$ cat config.mk
export PLATFORM = sky130hd
export DESIGN_NAME = streaming_pattern_replace
export DESIGN_NICKNAME = d
export VERILOG_FILES = /design/src/sv/spr_pkg.sv /design/src/sv/streaming_pattern_replace.sv /design/src/sv/spr_cell.sv
export SDC_FILE = /design/constraint.sdc
export NUM_CORES = 1
export LEC_CHECK = 0
export BUFFER_PORTS_ARGS = -buffer_cell sky130_fd_sc_hd__buf_2
export CELL_PAD_IN_SITES_DETAIL_PLACEMENT = 1
export CELL_PAD_IN_SITES_GLOBAL_PLACEMENT = 1
export CORE_AREA = 2 2 150 152
export CTS_CLUSTER_DIAMETER = 60
export DETAILED_ROUTE_END_ITERATION = 12
export DIE_AREA = 0 0 152 154
export PLACE_DENSITY = 0.94
export RECOVER_POWER = 100
export SLEW_MARGIN = 25
export SYNTH_ARGS = -nofsm -noshare
export SYNTH_HDL_FRONTEND = slang
export SYNTH_HIERARCHICAL = 1
export SYNTH_SLANG_ARGS = --single-unit
$ cat constraint.sdc
create_clock -name clk -period 5.7 [get_ports clk]
set_clock_uncertainty 0.2 [all_clocks]
set_input_delay 0.285 -clock clk [delete_from_list [all_inputs] [get_ports clk]]
set_output_delay 0.285 -clock clk [all_outputs]
set_load 0.02 [all_outputs]
$ cat src/sv/spr_pkg.sv
// spr_pkg: shared types and constants of the streaming pattern replace block
// beat payload structs, cell control/status structs, register indexes
// no dependencies
package spr_pkg;

    localparam int BYTE_W  = 8;
    localparam int LEN_W   = 4;
    localparam int WORD_W  = 64;
    localparam int WORD_BYTES = WORD_W / BYTE_W;
    localparam int REG_IDX_W = 2;

    localparam logic [BYTE_W-1:0] NEWLINE = 8'h0A;

    typedef enum logic [REG_IDX_W-1:0] {
        REG_PATTERN_BYTES      = 2'd0,
        REG_PATTERN_LENGTH     = 2'd1,
        REG_REPLACEMENT_BYTES  = 2'd2,
        REG_REPLACEMENT_LENGTH = 2'd3
    } cfg_reg_t;

    typedef logic [WORD_BYTES-1:0][BYTE_W-1:0] text_word_t;

    typedef struct packed {
        logic [BYTE_W-1:0] in_byte;
        logic              line_end;
    } in_item_t;

    typedef struct packed {
        logic [BYTE_W-1:0] out_byte;
        logic              last;
    } out_item_t;

    typedef struct packed {
        logic load;
        logic shift;
    } cell_ctrl_t;

    typedef struct packed {
        logic eq;
        logic eq_prev;
    } cell_stat_t;

endpackage

$ cat src/sv/streaming_pattern_replace.sv
// streaming_pattern_replace: top level, find and replace over a byte stream
// row of spr_cell instances holding the partial match, control fsm, output register
// depends on spr_pkg and spr_cell
//
//   channel  direction  handshake             payload
//   in       in         in_valid / in_ready   in_data   (in_byte, line_end)
//   out      out        out_valid / out_ready out_data  (out_byte, last)
//   cfg      in         cfg_en                cfg_index, cfg_data
//
// one item at a time: an accept in idle, then a scan of the held bytes against the pattern;
// output beats go one per cycle while out is not stalled; a match emits the replacement
// bytes, and each mismatch shifts the cell row by one byte and emits the front byte
// a line end emits every held byte and then a newline beat
// out stalls hold the fsm; rst_n clears control state and config registers
module streaming_pattern_replace
    import spr_pkg::*;
#(
    parameter int MAX_TEXT_LEN = 8
)
(
    input  logic                 clk,
    input  logic                 rst_n,
    input  logic                 in_valid,
    output logic                 in_ready,
    input  in_item_t             in_data,
    output logic                 out_valid,
    input  logic                 out_ready,
    output out_item_t            out_data,
    input  logic                 cfg_en,
    input  logic [REG_IDX_W-1:0] cfg_index,
    input  logic [WORD_W-1:0]    cfg_data
);

    localparam int CNT_W = $clog2(MAX_TEXT_LEN + 1);
    localparam int RIDX_W = $clog2(WORD_BYTES);
    localparam logic [LEN_W-1:0] MAX_LEN = LEN_W'(MAX_TEXT_LEN);

    typedef enum logic [3:0] {
        S_IDLE  = 4'b0001,
        S_SCAN  = 4'b0010,
        S_REPL  = 4'b0100,
        S_FLUSH = 4'b1000
    } state_t;

    function automatic logic [LEN_W-1:0] clamp_len(input logic [LEN_W-1:0] v);
        logic [LEN_W-1:0] r;
        r = v;
        if (v == '0)
        begin
            r = LEN_W'(1);
        end
        else if (v > MAX_LEN)
        begin
            r = MAX_LEN;
        end
        return r;
    endfunction

    state_t            state_reg, state_next;
    logic [CNT_W-1:0]  cnt_reg, cnt_next;
    logic [RIDX_W-1:0] ridx_reg, ridx_next;
    text_word_t        pat_reg, rep_reg;
    logic [LEN_W-1:0]  plen_reg, rlen_reg;
    logic              out_valid_reg;
    out_item_t         out_reg;

    logic [BYTE_W-1:0] cell_byte [MAX_TEXT_LEN];
    cell_stat_t        cell_stat [MAX_TEXT_LEN];
    cell_ctrl_t        cell_ctrl [MAX_TEXT_LEN];

    logic              load_en, shift_en, emit, slot_free;
    out_item_t         emit_item;
    logic              match_all, match_shift, prefix, prefix_shift, done;
    logic [CNT_W-1:0]  cnt_m1;

    // configuration
    always_ff @(posedge clk or negedge rst_n)
    begin
        if (!rst_n)
        begin
            pat_reg  <= '0;
            rep_reg  <= '0;
            plen_reg <= LEN_W'(1);
            rlen_reg <= LEN_W'(1);
        end
        else if (cfg_en)
        begin
            case (cfg_reg_t'(cfg_index))
                REG_PATTERN_BYTES:      pat_reg  <= text_word_t'(cfg_data);
                REG_PATTERN_LENGTH:     plen_reg <= clamp_len(cfg_data[LEN_W-1:0]);
                REG_REPLACEMENT_BYTES:  rep_reg  <= text_word_t'(cfg_data);
                REG_REPLACEMENT_LENGTH: rlen_reg <= clamp_len(cfg_data[LEN_W-1:0]);
                default: ;
            endcase
        end
    end

    // cell row
    for (genvar g = 0; g < MAX_TEXT_LEN; g++)
    begin : g_cell
        localparam int PREV = (g == 0) ? 0 : g - 1;
        logic [BYTE_W-1:0] nbr_byte;

        if (g == MAX_TEXT_LEN - 1)
        begin : g_end
            assign nbr_byte = '0;
        end
        else
        begin : g_mid
            assign nbr_byte = cell_byte[g+1];
        end

        assign cell_ctrl[g].load  = load_en && (cnt_reg == CNT_W'(g));
        assign cell_ctrl[g].shift = shift_en;

        spr_cell u_cell (
            .clk           (clk),
            .ctrl          (cell_ctrl[g]),
            .load_byte     (in_data.in_byte),
            .next_byte     (nbr_byte),
            .pat_byte      (pat_reg[g]),
            .prev_pat_byte (pat_reg[PREV]),
            .held_byte     (cell_byte[g]),
            .stat          (cell_stat[g])
        );
    end

    // prefix checks on held bytes and on held bytes after one shift
    always_comb
    begin
        match_all   = 1'b1;
        match_shift = 1'b1;
        for (int i = 0; i < MAX_TEXT_LEN; i++)
        begin
            if (CNT_W'(i) < cnt_reg)
            begin
                match_all = match_all & cell_stat[i].eq;
                if (i > 0)
                begin
                    match_shift = match_shift & cell_stat[i].eq_prev;
                end
            end
        end
    end

    assign cnt_m1       = cnt_reg - CNT_W'(1);
    assign prefix       = (LEN_W'(cnt_reg) <= plen_reg) && match_all;
    assign prefix_shift = (LEN_W'(cnt_m1) <= plen_reg) && match_shift;
    assign done         = (cnt_m1 == '0) || (prefix_shift && (LEN_W'(cnt_m1) != plen_reg));
    assign slot_free    = !out_valid_reg || out_ready;

    always_comb
    begin
        state_next = state_reg;
        cnt_next   = cnt_reg;
        ridx_next  = ridx_reg;
        load_en    = 1'b0;
        shift_en   = 1'b0;
        emit       = 1'b0;
        emit_item  = '0;
        case (state_reg)
            S_IDLE:
            begin
                if (in_valid)
                begin
                    if (in_data.line_end)
                    begin
                        state_next = S_FLUSH;
                    end
                    else
                    begin
                        load_en    = 1'b1;
                        cnt_next   = cnt_reg + CNT_W'(1);
                        state_next = S_SCAN;
                    end
                end
            end
            S_SCAN:
            begin
                if (prefix)
                begin
                    if (LEN_W'(cnt_reg) == plen_reg)
                    begin
                        cnt_next   = '0;
                        ridx_next  = '0;
                        state_next = S_REPL;
                    end
                    else
                    begin
                        state_next = S_IDLE;
                    end
                end
                else if (slot_free)
                begin
                    emit               = 1'b1;
                    emit_item.out_byte = cell_byte[0];
                    emit_item.last     = done;
                    shift_en           = 1'b1;
                    cnt_next           = cnt_m1;
                end
            end
            S_REPL:
            begin
                if (slot_free)
                begin
                    emit               = 1'b1;
                    emit_item.out_byte = rep_reg[ridx_reg];
                    emit_item.last     = (LEN_W'(ridx_reg) + LEN_W'(1) == rlen_reg);
                    if (emit_item.last)
                    begin
                        state_next = S_IDLE;
                    end
                    else
                    begin
                        ridx_next = ridx_reg + RIDX_W'(1);
                    end
                end
            end
            S_FLUSH:
            begin
                if (slot_free)
                begin
                    emit = 1'b1;
                    if (cnt_reg != '0)
                    begin
                        emit_item.out_byte = cell_byte[0];
                        emit_item.last     = 1'b0;
                        shift_en           = 1'b1;
                        cnt_next           = cnt_m1;
                    end
                    else
                    begin
                        emit_item.out_byte = NEWLINE;
                        emit_item.last     = 1'b1;
                        state_next         = S_IDLE;
                    end
                end
            end
            default:
            begin
                state_next = S_IDLE;
            end
        endcase
    end

    always_ff @(posedge clk or negedge rst_n)
    begin
        if (!rst_n)
        begin
            state_reg     <= S_IDLE;
            cnt_reg       <= '0;
            ridx_reg      <= '0;
            out_valid_reg <= 1'b0;
        end
        else
        begin
            state_reg <= state_next;
            cnt_reg   <= cnt_next;
            ridx_reg  <= ridx_next;
            if (emit)
            begin
                out_valid_reg <= 1'b1;
            end
            else if (out_ready)
            begin
                out_valid_reg <= 1'b0;
            end
        end
    end

    always_ff @(posedge clk)
    begin
        if (emit)
        begin
            out_reg <= emit_item;
        end
    end

    assign in_ready  = (state_reg == S_IDLE);
    assign out_valid = out_valid_reg;
    assign out_data  = out_reg;

`ifndef SYNTHESIS
    a_cnt_held: assert property (@(posedge clk) disable iff (!rst_n)
        state_reg == S_IDLE |-> cnt_reg < CNT_W'(MAX_TEXT_LEN))
        else $error("held byte count exceeds row depth");

    a_ridx_range: assert property (@(posedge clk) disable iff (!rst_n)
        state_reg == S_REPL |-> LEN_W'(ridx_reg) < rlen_reg)
        else $error("replacement index beyond replacement length");

    a_newline_last: assert property (@(posedge clk) disable iff (!rst_n)
        state_reg == S_FLUSH && cnt_reg == '0 && slot_free
        |=> out_valid_reg && out_reg.last && out_reg.out_byte == NEWLINE)
        else $error("line end did not close with a newline beat");

    a_accept_busy: assert property (@(posedge clk) disable iff (!rst_n)
        in_valid && in_ready |=> state_reg != S_IDLE)
        else $error("accepted item left no work");
`endif

endmodule

$ cat src/sv/spr_cell.sv
// spr_cell: one byte position of the candidate row
// holds a byte, shifts from its right neighbour, compares against the pattern
// depends on spr_pkg
module spr_cell
    import spr_pkg::*;
(
    input  logic              clk,
    input  cell_ctrl_t        ctrl,
    input  logic [BYTE_W-1:0] load_byte,
    input  logic [BYTE_W-1:0] next_byte,
    input  logic [BYTE_W-1:0] pat_byte,
    input  logic [BYTE_W-1:0] prev_pat_byte,
    output logic [BYTE_W-1:0] held_byte,
    output cell_stat_t        stat
);

    logic [BYTE_W-1:0] byte_reg;

    always_ff @(posedge clk)
    begin
        if (ctrl.load)
        begin
            byte_reg <= load_byte;
        end
        else if (ctrl.shift)
        begin
            byte_reg <= next_byte;
        end
    end

    assign held_byte    = byte_reg;
    assign stat.eq      = (byte_reg == pat_byte);
    assign stat.eq_prev = (byte_reg == prev_pat_byte);

endmodule

# Word-level counts from Yosys, hierarchy flattened
# Cells that the tools add are included.
[op_classes]
n_div = 0
n_lt_le_gt_ge = 12
add_sub_neg = 4
bitwise = 13
multipliers = 0
n_reduce_logical = 38
n_eq_ne = 44
shifts = 0
mux = 74
[op_table]
columns = ["op", "count"]
rows = [
  ["$mux 8", 17],
  ["$eq 8x8->1", 15],
  ["$mux 4", 16],
  ["$mux 9", 5],
  ["$pmux 9 s3", 1],
  ["$bmux 8 s3", 1],
  ["$mux 1", 24],
  ["$eq 4x3->1 const B", 5],
  ["$ne 2x2->1 const B", 10],
  ["$reduce_bool 2->1", 10],
  ["$lt 3x4->1 const A", 4],
  ["$pmux 4 s4", 1],
  ["$mux 3", 5],
  ["$and 1x1->1", 13],
  ["$eq 4x2->1 const B", 3],
  ["$logic_not 4->1", 3],
  ["$pmux 4 s3", 1],
  ["$logic_and 1x1->1", 11],
  ["$eq 4x1->1 const B", 2],
  ["$eq 4x4->1", 2],
  ["$le 4x4->1", 2],
  ["$lt 1x4->1 const A", 2],
  ["$lt 2x4->1 const A", 2],
  ["$reduce_and 2->1", 4],
  ["22 further kinds", 26],
]
[totals]
elab_cells = 217
memories = 0
regBits = 221
ram_bits = 0
in_bits = 80
output_inout_bits = 11
rom_bits = 0
latchBits = 0

# Longest topological paths before layout
# Gate-level depths: netlist of the first run.
[logic_depth]
ltp_word = 21
ltp_mapped = 10
ltp_nobuf = 10

# Modules after synthesis
# The synthesis of the first run kept the hierarchy.
[by_module_without_submodules]
columns = ["mod", "cells_per_inst", "n_inst", "area_per_inst_um2", "seq_area_each_um2"]
rows = [
  ["streaming_pattern_replace", 533, 1, 7248.2, 3977.6],
  ["spr_cell", 40, 8, 550.5, 240.2],
]

# Worst setup path after synthesis of the first run
# OpenSTA, ideal clock, no wires.
[synth_timing]
path_kind = "register to register"
from = "reg cnt_reg[0]"
to = "reg g_cell[0].u_cell.byte_reg[0] (enable)"
n_path_buf = 1
setup_time_ps = 329
t_arrival_ps = 2321
period_less_slack_ps = 2851
path_slack_ps = 2849
required_time_ps = 5171
stages_incl_launch_ff = 9
path_cell_list = "dfrtp_1 inv_1 ha_1 buf_2 o21a_1 o2111ai_2 o21ai_4 a21oi_1 or2_1"
[synth_rtl]
columns = ["element", "line_no", "source"]
rows = [
  ["start: declaration", "streaming_pattern_replace.sv:60", "logic [CNT_W-1:0] cnt_reg, cnt_next;"],
  ["start signal: assignment", "streaming_pattern_replace.sv:258", "cnt_reg <= cnt_next;"],
  ["end signal: assignment", "spr_cell.sv:23", "byte_reg <= load_byte;"],
  ["end signal: assignment", "spr_cell.sv:27", "byte_reg <= next_byte;"],
  ["end: declaration", "spr_cell.sv:17", "logic [BYTE_W-1:0] byte_reg;"],
]

==> metrics.sh, run 1 <==
WIRE_LENGTH_OF_THE_FIRST_GLOBAL_ROUTING_PASS_UM=64240
FINAL_SETUP_FAILS=0
POSTCTSHOLDBUFS=67
NUMBER_OF_GLOBAL_ROUTE_VIAS_BEFORE_REPAIR=9720
CP_TOP_FAMILY='compound AO/OA/AOI/OAI gates'
TOTAL_SWITCHING_POWER_W=0.002191
MAX-CLOCK-PATH-BUFFERS=3
AREA_GROWTH_SYN_TO_LAYOUT_PCT=15.91
WORSTSKEWPAIRLATENCY_NS=0.54
FILL_CELLS=2104
FIN_CRIT_SH_PCT=79.74
SYNTHESIS.AREA_PER_INSTANCE_UM2=13.74
GRT_USAGE_PCT=37.49
GR-TOTAL-OVERFLOW=0
FLOORPLAN.DIE.WIDTH_UM=152
P_CLK_SHARE_PCT=26.3
DR_TOTAL_VIAS=8414
AREA_OCCUPIED_BY_MULTI_INPUT_GATES_MM2=0.005238
INTERNAL_POWER_OF_THE_CELLS_W=0.003736
AREA.SEQUENTIAL_MM2=0.005899
LIST_OF_CELLS_TRAVERSED_BY_THE_CRITICAL_PATH='xnor2_1 > nand4_1 > nor2_1 > or3b_1 > o311ai_0 > o2111ai_1 > o21ai_0 > a21oi_2 > or2_0'
SWITCHING_SHARE_PCT=36.97
WORSTPATHREQUIRED_NS=5.68
GRT_START_MAX_NET_PINS=86
STARTPOINT_TYPE='flip-flop'
DR_WL_MET2_UM=22250
SMALLEST_HOLD_SLACK_NS=0.06858
GPL_CONGESTION=0.8860
FINALCRITICALPERIOD_NS=4.545
STATIC-LEAKAGE-POWER_nW=5.172
REMAINING_DRC_ERRORS=0
CLOCK-SINKS=221
YOSYS_WARNING_COUNT=6
WIRE_PER_INST_UM=33.78
CRIT_PATH_LARGEST_CELL_DELAY_NS=0.84
CTS_POST_SETUP_BUFFERS_INSERTED=0
TIMING.CRITICAL_PATH.BUF_INV=0
CAP_VIOLATIONS=3
POWER.SEQUENTIAL.FRACTION_PCT=43.6
CRITPATHSLOWESTCELL='sky130_fd_sc_hd__o21ai_0'
POST-ROUTE-CELL-AREA_MM2=0.01341
VDD.IR_DROP.WORST_mV=0.3833
CP_DATA_ARRIVAL_TIME_NS=4.52
DRT-PASS1-ITER-COUNT=5
SLEW-LIMIT-HEADROOM_PCT=-159.0
WORSTPATHMAXFANOUT=14
FMAX_ACHIEVED_MHz=220.0
VIOLATIONS='max-capacitance violations, max-slew violations'
TOP_LEVEL_PORTS=91
INITIAL_UTILIZATION_PCT=53.33
ANTENNA_FOUND_INITIAL=2
END_KIND='flip-flop'
MAPPED_AREA_MM2=0.01157
HOLD_PATH_CLASS='input pin to flip-flop'
CTS_INSERTED_BUFFERS=23
MAXUSEDROUTINGLAYER='met5'
DRT_WL_TOTAL_UM=43880
FINAL_NET_COUNT=1098
DIE_HEIGHT_UM=154
STD_CELL_ROWS=54
CTS-HTREE-LEVELS=1
PLACED_CELLS_INCL_TAPS=1193
MAX_SLEW.WORST_PIN.SLEW_NS=3.884
FLOORPLAN.DIE_AREA_MM2=0.02341
POWER.SHARE.COMBINATIONAL_PCT=30.1
CRITICAL_PATH_CLASS='flip-flop to flip-flop'
SETUP_TOTAL_NEGATIVE_SLACK_NS=0
SYN-INSTANCE-COUNT=842
MET3ROUTEDLENGTH_UM=2774
CLK_ROOT_BUFFER_CELL='sky130_fd_sc_hd__clkbuf_16'
DRIVE_GT1_SHARE_PCT=24.66
VIAS_PER_CELL=6.477
GRT_SETUP_UNREPAIRED='false'
MAXSLEWVIOLCOUNT=140
NUMPORTBUFFERS=90
WL_MET1_UM=14310
PLACE_HPWL_UM=26460
CLOCK_TRANSITION_AT_THE_REGISTER_CLOCK_PINS_ON_THE_WORST_SETUP_AND_HOLD_PATHS_AFTER_CTS_NS=0.08
TRITONCTS='yes'
CORE_AREA_MM2=0.02169
ANTENNA_VIOLATING_NETS_POST_ROUTE=0
REPORT.FINAL.HOLD_VIOL_COUNT=0
POWER-PER-CELL-AREA_mW_PER_MM2=442.1
POST-LAYOUT-TOTAL-POWER_W=0.005928
PLACE_AREA_MM2=0.01228
POST_CTS_RESIZED=0
RUN_STATUS='finished, violations left'
FIN_CELLS=1299
DRT_ITER0_MARKERS=663
[power by group through the flow]
stage / clock network, W / logic [W] / registers [W]
after floorplan: 0 / 0.00122 / 0.00238
final: 0.00156 / 0.00178 / 0.00259
after CTS: 0.00151 / 0.00177 / 0.00253
after global placement: 0 / 0.00151 / 0.00249
after global routing: 0.00162 / 0.00186 / 0.00259
after detailed placement: 0 / 0.00168 / 0.00255
[per-stage QoR]
stage / util [%] / setup slack, ns
after floorplan: - / 2.849
after global placement: 56.56 / 2.150
after detailed placement: 56.62 / 2.223
after CTS: 63.03 / 2.154
after global routing: 61.80 / 1.077
final: 61.81 / 1.155
[placed cells by master, fill, tap and decap left out, types with 3 or more instances in the layout]
master                          instances
sky130_fd_sc_hd__clkbuf_16             24
sky130_fd_sc_hd__o21ai_0               20
sky130_fd_sc_hd__edfxtp_1              73
sky130_fd_sc_hd__or3_1                  4
sky130_fd_sc_hd__nor3b_1                3
sky130_fd_sc_hd__and3_1                 6
sky130_fd_sc_hd__mux2_2               102
sky130_fd_sc_hd__nor2b_1                6
sky130_fd_sc_hd__nor2_1                30
sky130_fd_sc_hd__o2111ai_1              3
sky130_fd_sc_hd__mux2_1                82
sky130_fd_sc_hd__clkbuf_1              22
sky130_fd_sc_hd__conb_1                 8
sky130_fd_sc_hd__buf_4                  3
sky130_fd_sc_hd__inv_1                 14
sky130_fd_sc_hd__nand3_1                3
sky130_fd_sc_hd__o22ai_1                4
sky130_fd_sc_hd__buf_2                 75
sky130_fd_sc_hd__mux2i_1                8
sky130_fd_sc_hd__nand2b_1               5
sky130_fd_sc_hd__mux2_4                13
sky130_fd_sc_hd__a21oi_1                9
sky130_fd_sc_hd__mux4_2                16
sky130_fd_sc_hd__dfrtp_1              145
sky130_fd_sc_hd__or2_0                  8
sky130_fd_sc_hd__nand4_1               33
sky130_fd_sc_hd__nor3_1                 5
sky130_fd_sc_hd__and2_0                 5
sky130_fd_sc_hd__nand2_1               32
sky130_fd_sc_hd__dfstp_2                3
sky130_fd_sc_hd__nand3b_1               5
sky130_fd_sc_hd__dlygate4sd3_1         67
sky130_fd_sc_hd__xnor2_1              121
sky130_fd_sc_hd__a31oi_1                3
sky130_fd_sc_hd__xor2_1                 3
sky130_fd_sc_hd__ha_1                  13
[cell type report]
class / instances / area share (%)
clock inverters: 8 / 0.7280
inverters: 15 / 0.4200
repair buffers: 162 / 8.502
multi-input cells: 582 / 39.07
well taps: 280 / 2.613
flip-flops and latches: 221 / 44.00
clock buffers: 30 / 4.648
diodes: 1 / 0.01867
[final timing paths]
kind | depth (start not counted) | slack (ns) | start | endpoint
max reg2reg | 9 | 1.15 | pat_reg[16] | g_cell[2].u_cell/held_byte[5]
max | 9 | 1.15 | pat_reg[16] | g_cell[2].u_cell/held_byte[5]
min reg2reg | 2 | 0.31 | plen_reg[1] | plen_reg[1]
max in group asynchronous | 3 | 3.67 | rst_n | rep_reg[46]
min | 2 | 0.07 | in_data[5] | g_cell[6].u_cell/held_byte[4]
min in group asynchronous | 2 | 0.19 | rst_n | rep_reg[0]
[per-layer routing]
layer	vias to the layer above	GRT usage, %
li1	3389	-
met1	4191	37.88
met2	551	66.69
met3	281	7.779
met4	2	30.97
met5	-	0
(Power assumes the default switching activity.)
==> run 2, diff against run 1 <==
Settings changed: CORE_AREA 2 2 150 152 to 2 2 156 158, DIE_AREA 0 0 152 154 to 0 0 158 160, PLACE_DENSITY 0.94 to 0.88.
Clock period 5.7 ns to 4.4 ns, I/O delays scaled along.
==> metrics.sh, run 2 (synthesis results as in run 1) <==
CTS_INSERTED_BUFFERS=24
AREA_GROWTH_SYN_TO_LAYOUT_PCT=16.81
REMAINING_DRC_ERRORS=0
SWITCHING_SHARE_PCT=36.45
DRT_ITER0_MARKERS=692
DRT-PASS1-ITER-COUNT=5
SLEW-LIMIT-HEADROOM_PCT=-41.14
WORSTSKEWPAIRLATENCY_NS=0.54
GR-TOTAL-OVERFLOW=0
CLOCK_TRANSITION_AT_THE_REGISTER_CLOCK_PINS_ON_THE_WORST_SETUP_AND_HOLD_PATHS_AFTER_CTS_NS=0.07
MAX-CLOCK-PATH-BUFFERS=3
PLACE_AREA_MM2=0.01234
GLOBAL_ROUTE.USAGE.MET3_PCT=6.106
CP_DATA_ARRIVAL_TIME_NS=3.88
POSTCTSHOLDBUFS=71
CORE_AREA_MM2=0.02382
FIN_CRIT_SH_PCT=89.00
PLACED_CELLS_INCL_TAPS=1239
CTS-HTREE-LEVELS=1
WORSTPATHMAXFANOUT=14
LAYOUT.CELLS.MOST_COMMON_LIST='sky130_fd_sc_hd__dfrtp_1 (145), sky130_fd_sc_hd__xnor2_1 (121), sky130_fd_sc_hd__mux2_2 (105)'
DRT_WL_TOTAL_UM=41270
FLOORPLAN.DIE.WIDTH_UM=158
HOLD_PATH_CLASS='input pin to flip-flop'
GPL_CONGESTION=0.8687
SETUP_TOTAL_NEGATIVE_SLACK_NS=0
END_KIND='flip-flop'
FIN_CELLS=1355
FIN_WS_NS=0.4839
POWER-PER-CELL-AREA_mW_PER_MM2=558.2
POST_CTS_RESIZED=0
PRE_CTS_WS_NS=0.9340
FLOORPLAN.DIE_AREA_MM2=0.02528
PLACE_HPWL_UM=25630
STATIC-LEAKAGE-POWER_nW=5.209
CTS_POST_SETUP_BUFFERS_INSERTED=0
FILL_CELLS=2407
REPORT.FINAL.HOLD_VIOL_COUNT=0
FINAL_NET_COUNT=1105
INTERNAL_POWER_OF_THE_CELLS_W=0.004792
INITIAL_UTILIZATION_PCT=48.56
WORSTPATHREQUIRED_NS=4.37
VIOLATIONS='max-capacitance violations, max-slew violations'
ANTENNA_FOUND_INITIAL=2
GRT_USAGE_PCT=33.40
TOTAL_SWITCHING_POWER_W=0.002749
NUMPORTBUFFERS=90
LAYOUT.CELLS.MOST_COMMON='sky130_fd_sc_hd__dfrtp_1'
MET2_GRT_UTIL_PCT=58.26
GRT_MOST_USED_LAYER='met2'
WIRE_LENGTH_OF_THE_FIRST_GLOBAL_ROUTING_PASS_UM=61280
TOP_LEVEL_PORTS=91
POST-LAYOUT-TOTAL-POWER_W=0.007541
STD_CELL_ROWS=57
MET1_USAGE_PCT=36.43
ANTENNA_VIOLATING_NETS_POST_ROUTE=0
WIRE_PER_INST_UM=30.46
STARTPOINT_TYPE='flip-flop'
DIE_HEIGHT_UM=160
CLK_ROOT_BUFFER_CELL='sky130_fd_sc_hd__clkbuf_16'
POWER.SHARE.COMBINATIONAL_PCT=29.6
TRITONCTS='yes'
FMAX_ACHIEVED_MHz=255.4
DRIVE_GT1_SHARE_PCT=24.98
CAP_VIOLATIONS=3
MAXSLEWVIOLCOUNT=209
NUMBER_OF_GLOBAL_ROUTE_VIAS_BEFORE_REPAIR=9601
CLOCK-SINKS=221
FINALCRITICALPERIOD_NS=3.916
RUN_STATUS='finished, violations left'
P_CLK_SHARE_PCT=26.3
GRT_SETUP_UNREPAIRED='false'
POWER.SEQUENTIAL.FRACTION_PCT=44.0
CRITICAL_PATH_CLASS='flip-flop to flip-flop'
VDD.IR_DROP.WORST_mV=0.4061
MAX_SLEW.WORST_PIN.SLEW_NS=2.117
DR_TOTAL_VIAS=8301
GRT_START_MAX_NET_PINS=79
VIAS_PER_CELL=6.126
POST-ROUTE-CELL-AREA_MM2=0.01351
FINAL_SETUP_FAILS=0
run 2: cell types whose count changed in the layout (fill, tap and decap cells not counted), moves of 2 or more:
cell                            delta
sky130_fd_sc_hd__buf_2             +2
sky130_fd_sc_hd__bufinv_16         -2
sky130_fd_sc_hd__clkbuf_2          +5
sky130_fd_sc_hd__clkbuf_8          +2
sky130_fd_sc_hd__clkinv_2          +4
sky130_fd_sc_hd__dlygate4sd3_1     +4
sky130_fd_sc_hd__mux2_1            +3
sky130_fd_sc_hd__mux2_2            +3
sky130_fd_sc_hd__mux2_4            -6
sky130_fd_sc_hd__or2_0             -7
sky130_fd_sc_hd__or2_1             +7
run 2: area by class of cell:
class | instances | area, um^2 | share of cell area [%]
multi-input combinational | 582 | 5239 | 38.78
inverter | 15 | 56.30 | 0.4167
clock buffer | 35 | 683.2 | 5.056
sequential | 221 | 5899 | 43.67
tap | 324 | 405.4 | 3.001
timing repair buffer | 168 | 1185 | 8.770
clock inverter | 8 | 37.54 | 0.2778
antenna | 2 | 5.005 | 0.03704
run 2: metrics by stage:
step           hold slack, ns  util [%]
6_report              0.01073     56.72
5_1_grt              0.003957     56.71
4_1_cts              0.009338     57.82
3_5_place_dp           0.1081     51.81
3_3_place_gp          0.08173     51.79
2_1_floorplan         -0.2756         -
run 2: final timing paths:
check                            startpoint                       endpoint  slack [ns]  cells after the start
worst max-delay path             cnt_reg[0]  g_cell[6].u_cell/held_byte[2]        0.48                      7
worst min-delay path             in_data[3]  g_cell[3].u_cell/held_byte[2]        0.01                      2
worst max register to register   cnt_reg[0]  g_cell[6].u_cell/held_byte[2]        0.48                      7
worst min register to register  rlen_reg[0]                    rlen_reg[0]        0.31                      2
max in group asynchronous             rst_n                    rep_reg[63]        1.38                      3
min in group asynchronous             rst_n                     rep_reg[1]        0.63                      2
run 2: routing by layer:
layer / routed length (um) / up-vias
li1: - / 3412
met1: 14750 / 4232
met2: 20890 / 457
met3: 2226 / 200
met4: 3406 / 0
met5: 0 / -
run 2: worst max-delay path, cell delays in order (launching register included):
cell and delay, ns:
sky130_fd_sc_hd__dfrtp_1 0.47, sky130_fd_sc_hd__inv_1 0.17, sky130_fd_sc_hd__ha_1 0.40, sky130_fd_sc_hd__o21a_1 0.29, sky130_fd_sc_hd__o2111ai_1 0.53, sky130_fd_sc_hd__o21ai_4 0.18, sky130_fd_sc_hd__a21oi_2 0.77, sky130_fd_sc_hd__or2_0 0.52
run 2: power groups by stage:
stage	combinational (W)	clock [W]	sequential, W
2_1_floorplan	0.00158	0	0.00308
3_3_place_gp	0.00198	0	0.00323
3_5_place_dp	0.00214	0	0.00329
4_1_cts	0.00225	0.00192	0.00327
5_1_grt	0.00238	0.00205	0.00334
6_report	0.00224	0.00199	0.00332
==> run 3, diff against run 2 <==
Settings changed: BUFFER_PORTS_ARGS -buffer_cell sky130_fd_sc_hd__buf_2 to -buffer_cell sky130_fd_sc_hd__buf_4.
==> metrics.sh, run 3 (synthesis results as in run 1) <==
SETUP_TOTAL_NEGATIVE_SLACK_NS=0
CAP_VIOLATIONS=3
TOP_LEVEL_PORTS=91
STARTPOINT_TYPE='flip-flop'
MAXSLEWVIOLCOUNT=162
GR-TOTAL-OVERFLOW=0
CRITPATHSLOWESTCELL='sky130_fd_sc_hd__a21oi_2'
GPL_CONGESTION=0.8541
CRITICAL_PATH_CLASS='flip-flop to flip-flop'
LAYOUT.CELLS.MOST_COMMON_LIST='sky130_fd_sc_hd__dfrtp_1 (145), sky130_fd_sc_hd__xnor2_1 (121), sky130_fd_sc_hd__mux2_2 (113)'
MAX-CLOCK-PATH-BUFFERS=3
NUMPORTBUFFERS=90
VIAS_PER_CELL=6.069
REMAINING_DRC_ERRORS=0
LIST_OF_CELLS_TRAVERSED_BY_THE_CRITICAL_PATH='inv_1 > ha_1 > o21a_1 > o2111ai_1 > o21ai_4 > a21oi_2 > or2_1'
WORSTPATHMAXFANOUT=14
SMALLEST_HOLD_SLACK_NS=-0.00008360
WORSTSKEWPAIRLATENCY_NS=0.55
LAYOUT.CELLS.MOST_COMMON='sky130_fd_sc_hd__dfrtp_1'
POST-ROUTE-UTIL_PCT=57.97
HOLD_PATH_CLASS='input pin to flip-flop'
INITIAL_UTILIZATION_PCT=48.56
MAX_SLEW.WORST_PIN.SLEW_NS=3.961
FINALCRITICALPERIOD_NS=3.879
CLOCK_TRANSITION_AT_THE_REGISTER_CLOCK_PINS_ON_THE_WORST_SETUP_AND_HOLD_PATHS_AFTER_CTS_NS=0.06
WORSTPATHREQUIRED_NS=4.38
WIRE_PER_INST_UM=30.51
POST_CTS_RESIZED=0
SLEW-LIMIT-HEADROOM_PCT=-164.1
PLACED_CELLS_INCL_TAPS=1239
RUN_STATUS='finished, violations left'
TRITONCTS='yes'
DRIVE_GT1_SHARE_PCT=25.65
PRE_CTS_WS_NS=0.9109
STATIC-LEAKAGE-POWER_nW=5.321
FINAL_NET_COUNT=1111
FMAX_ACHIEVED_MHz=257.8
AREA_GROWTH_SYN_TO_LAYOUT_PCT=19.40
FIN_CELLS=1361
VIOLATIONS='negative hold slack, max-capacitance violations, max-slew violations'
CORE_AREA_MM2=0.02382
FIN_CRIT_SH_PCT=88.17
FF2FF_SETUP_SLACK_NS=0.52
DRT-PASS1-ITER-COUNT=5
CRIT_PATH_LARGEST_CELL_DELAY_NS=0.74
DIE_HEIGHT_UM=160
DRT_ITER0_MARKERS=630
CLOCK-SINKS=221
DRT_WL_TOTAL_UM=41530
NUMBER_OF_GLOBAL_ROUTE_VIAS_BEFORE_REPAIR=9410
ANTENNA_VIOLATING_NETS_POST_ROUTE=0
HOLD-PATH-CELL-COUNT=3
DR_TOTAL_VIAS=8260
PLACE_HPWL_UM=24140
CTS_INSERTED_BUFFERS=25
GRT_START_MAX_NET_PINS=71
R2R_CELL_COUNT=7
CLK_ROOT_BUFFER_CELL='sky130_fd_sc_hd__clkbuf_16'
REPORT.FINAL.HOLD_VIOL_COUNT=1
WIRE_LENGTH_OF_THE_FIRST_GLOBAL_ROUTING_PASS_UM=61120
FLOORPLAN.DIE.WIDTH_UM=158
VDD.IR_DROP.WORST_mV=0.3931
POWER-PER-CELL-AREA_mW_PER_MM2=556.9
ANTENNA_FOUND_INITIAL=0
GRT_USAGE_PCT=33.37
FIN_WS_NS=0.5207
CP_DATA_ARRIVAL_TIME_NS=3.86
END_KIND='flip-flop'
FINAL_SETUP_FAILS=0
STD_CELL_ROWS=57
FLOORPLAN.DIE_AREA_MM2=0.02528
CTS-HTREE-LEVELS=1
GRT_SETUP_UNREPAIRED='false'
N_ANTENNA_CELL=0
==> run 3: cell count changes in the layout (fill, tap and decap cells not counted), moves of 4 or more <==
cell / previous run / this run
sky130_fd_sc_hd__buf_2: 77 / 0
sky130_fd_sc_hd__clkbuf_2: 5 / 0
sky130_fd_sc_hd__clkbuf_1: 21 / 25
sky130_fd_sc_hd__mux2_1: 85 / 77
sky130_fd_sc_hd__mux2_2: 105 / 113
sky130_fd_sc_hd__buf_4: 2 / 78
sky130_fd_sc_hd__dlygate4sd3_1: 71 / 76
sky130_fd_sc_hd__clkbuf_8: 2 / 6
==> run 3: layout make-up <==
type | instances | area [um^2]
multi-input combinational | 582 | 5239
sequential | 221 | 5899
timing repair buffer | 173 | 1425
tap | 324 | 405.4
fill | 2386 | 10010
clock buffer | 38 | 734.5
inverter | 15 | 56.30
clock inverter | 8 | 50.05
==> run 3: what timing repair did <==
| item | in CTS | in global routing |
|---|---|---|
| buffers inserted | 0 | 0 |
| endpoints found under the hold margin | 274 | 0 |
| hold buffers | 76 | 0 |
==> run 3: metal layers <==
metal | global-route usage [%] | vias to the layer above | wire (um)
met3 | 5.726 | 187 | 2252
met5 | 0 | - | 0
met4 | 21.50 | 0 | 3222
met2 | 58.62 | 438 | 21030
li1 | - | 3411 | -
met1 | 36.95 | 4224 | 15020
==> run 3: critical path: cells and delay by family, from the launching register on <==
family,cells,cell delay [ns]
simple gates,1,0.47
buf+inv,1,0.17
flops,1,0.47
compound gates,4,1.80
fa+ha+maj,1,0.39
==> run 3: worst paths after layout <==
path,from,to
min reg2reg,rlen_reg[0],rlen_reg[0]
max in group asynchronous,rst_n,cnt_reg[1]
max reg2reg,cnt_reg[0],g_cell[3].u_cell/held_byte[3]
min,cfg_index[1],rlen_reg[0]
min in group asynchronous,rst_n,rep_reg[1]
max,cnt_reg[0],g_cell[3].u_cell/held_byte[3]
==> run 3: power by group <==
part | switching, W | internal, W | leakage (nW)
clock network | 0.000968 | 0.00116 | 0.393
registers | 0.000604 | 0.00271 | 2.44
logic | 0.00122 | 0.00104 | 2.49
==> run 3: metrics by stage <==
step / total power (W) / area, um^2
after CTS: 0.007543 / 14110
final: 0.007691 / 13810
after floorplan: 0.004662 / 11590
after detailed placement: 0.005423 / 12560
after global placement: 0.005249 / 12560
after global routing: 0.007925 / 13810
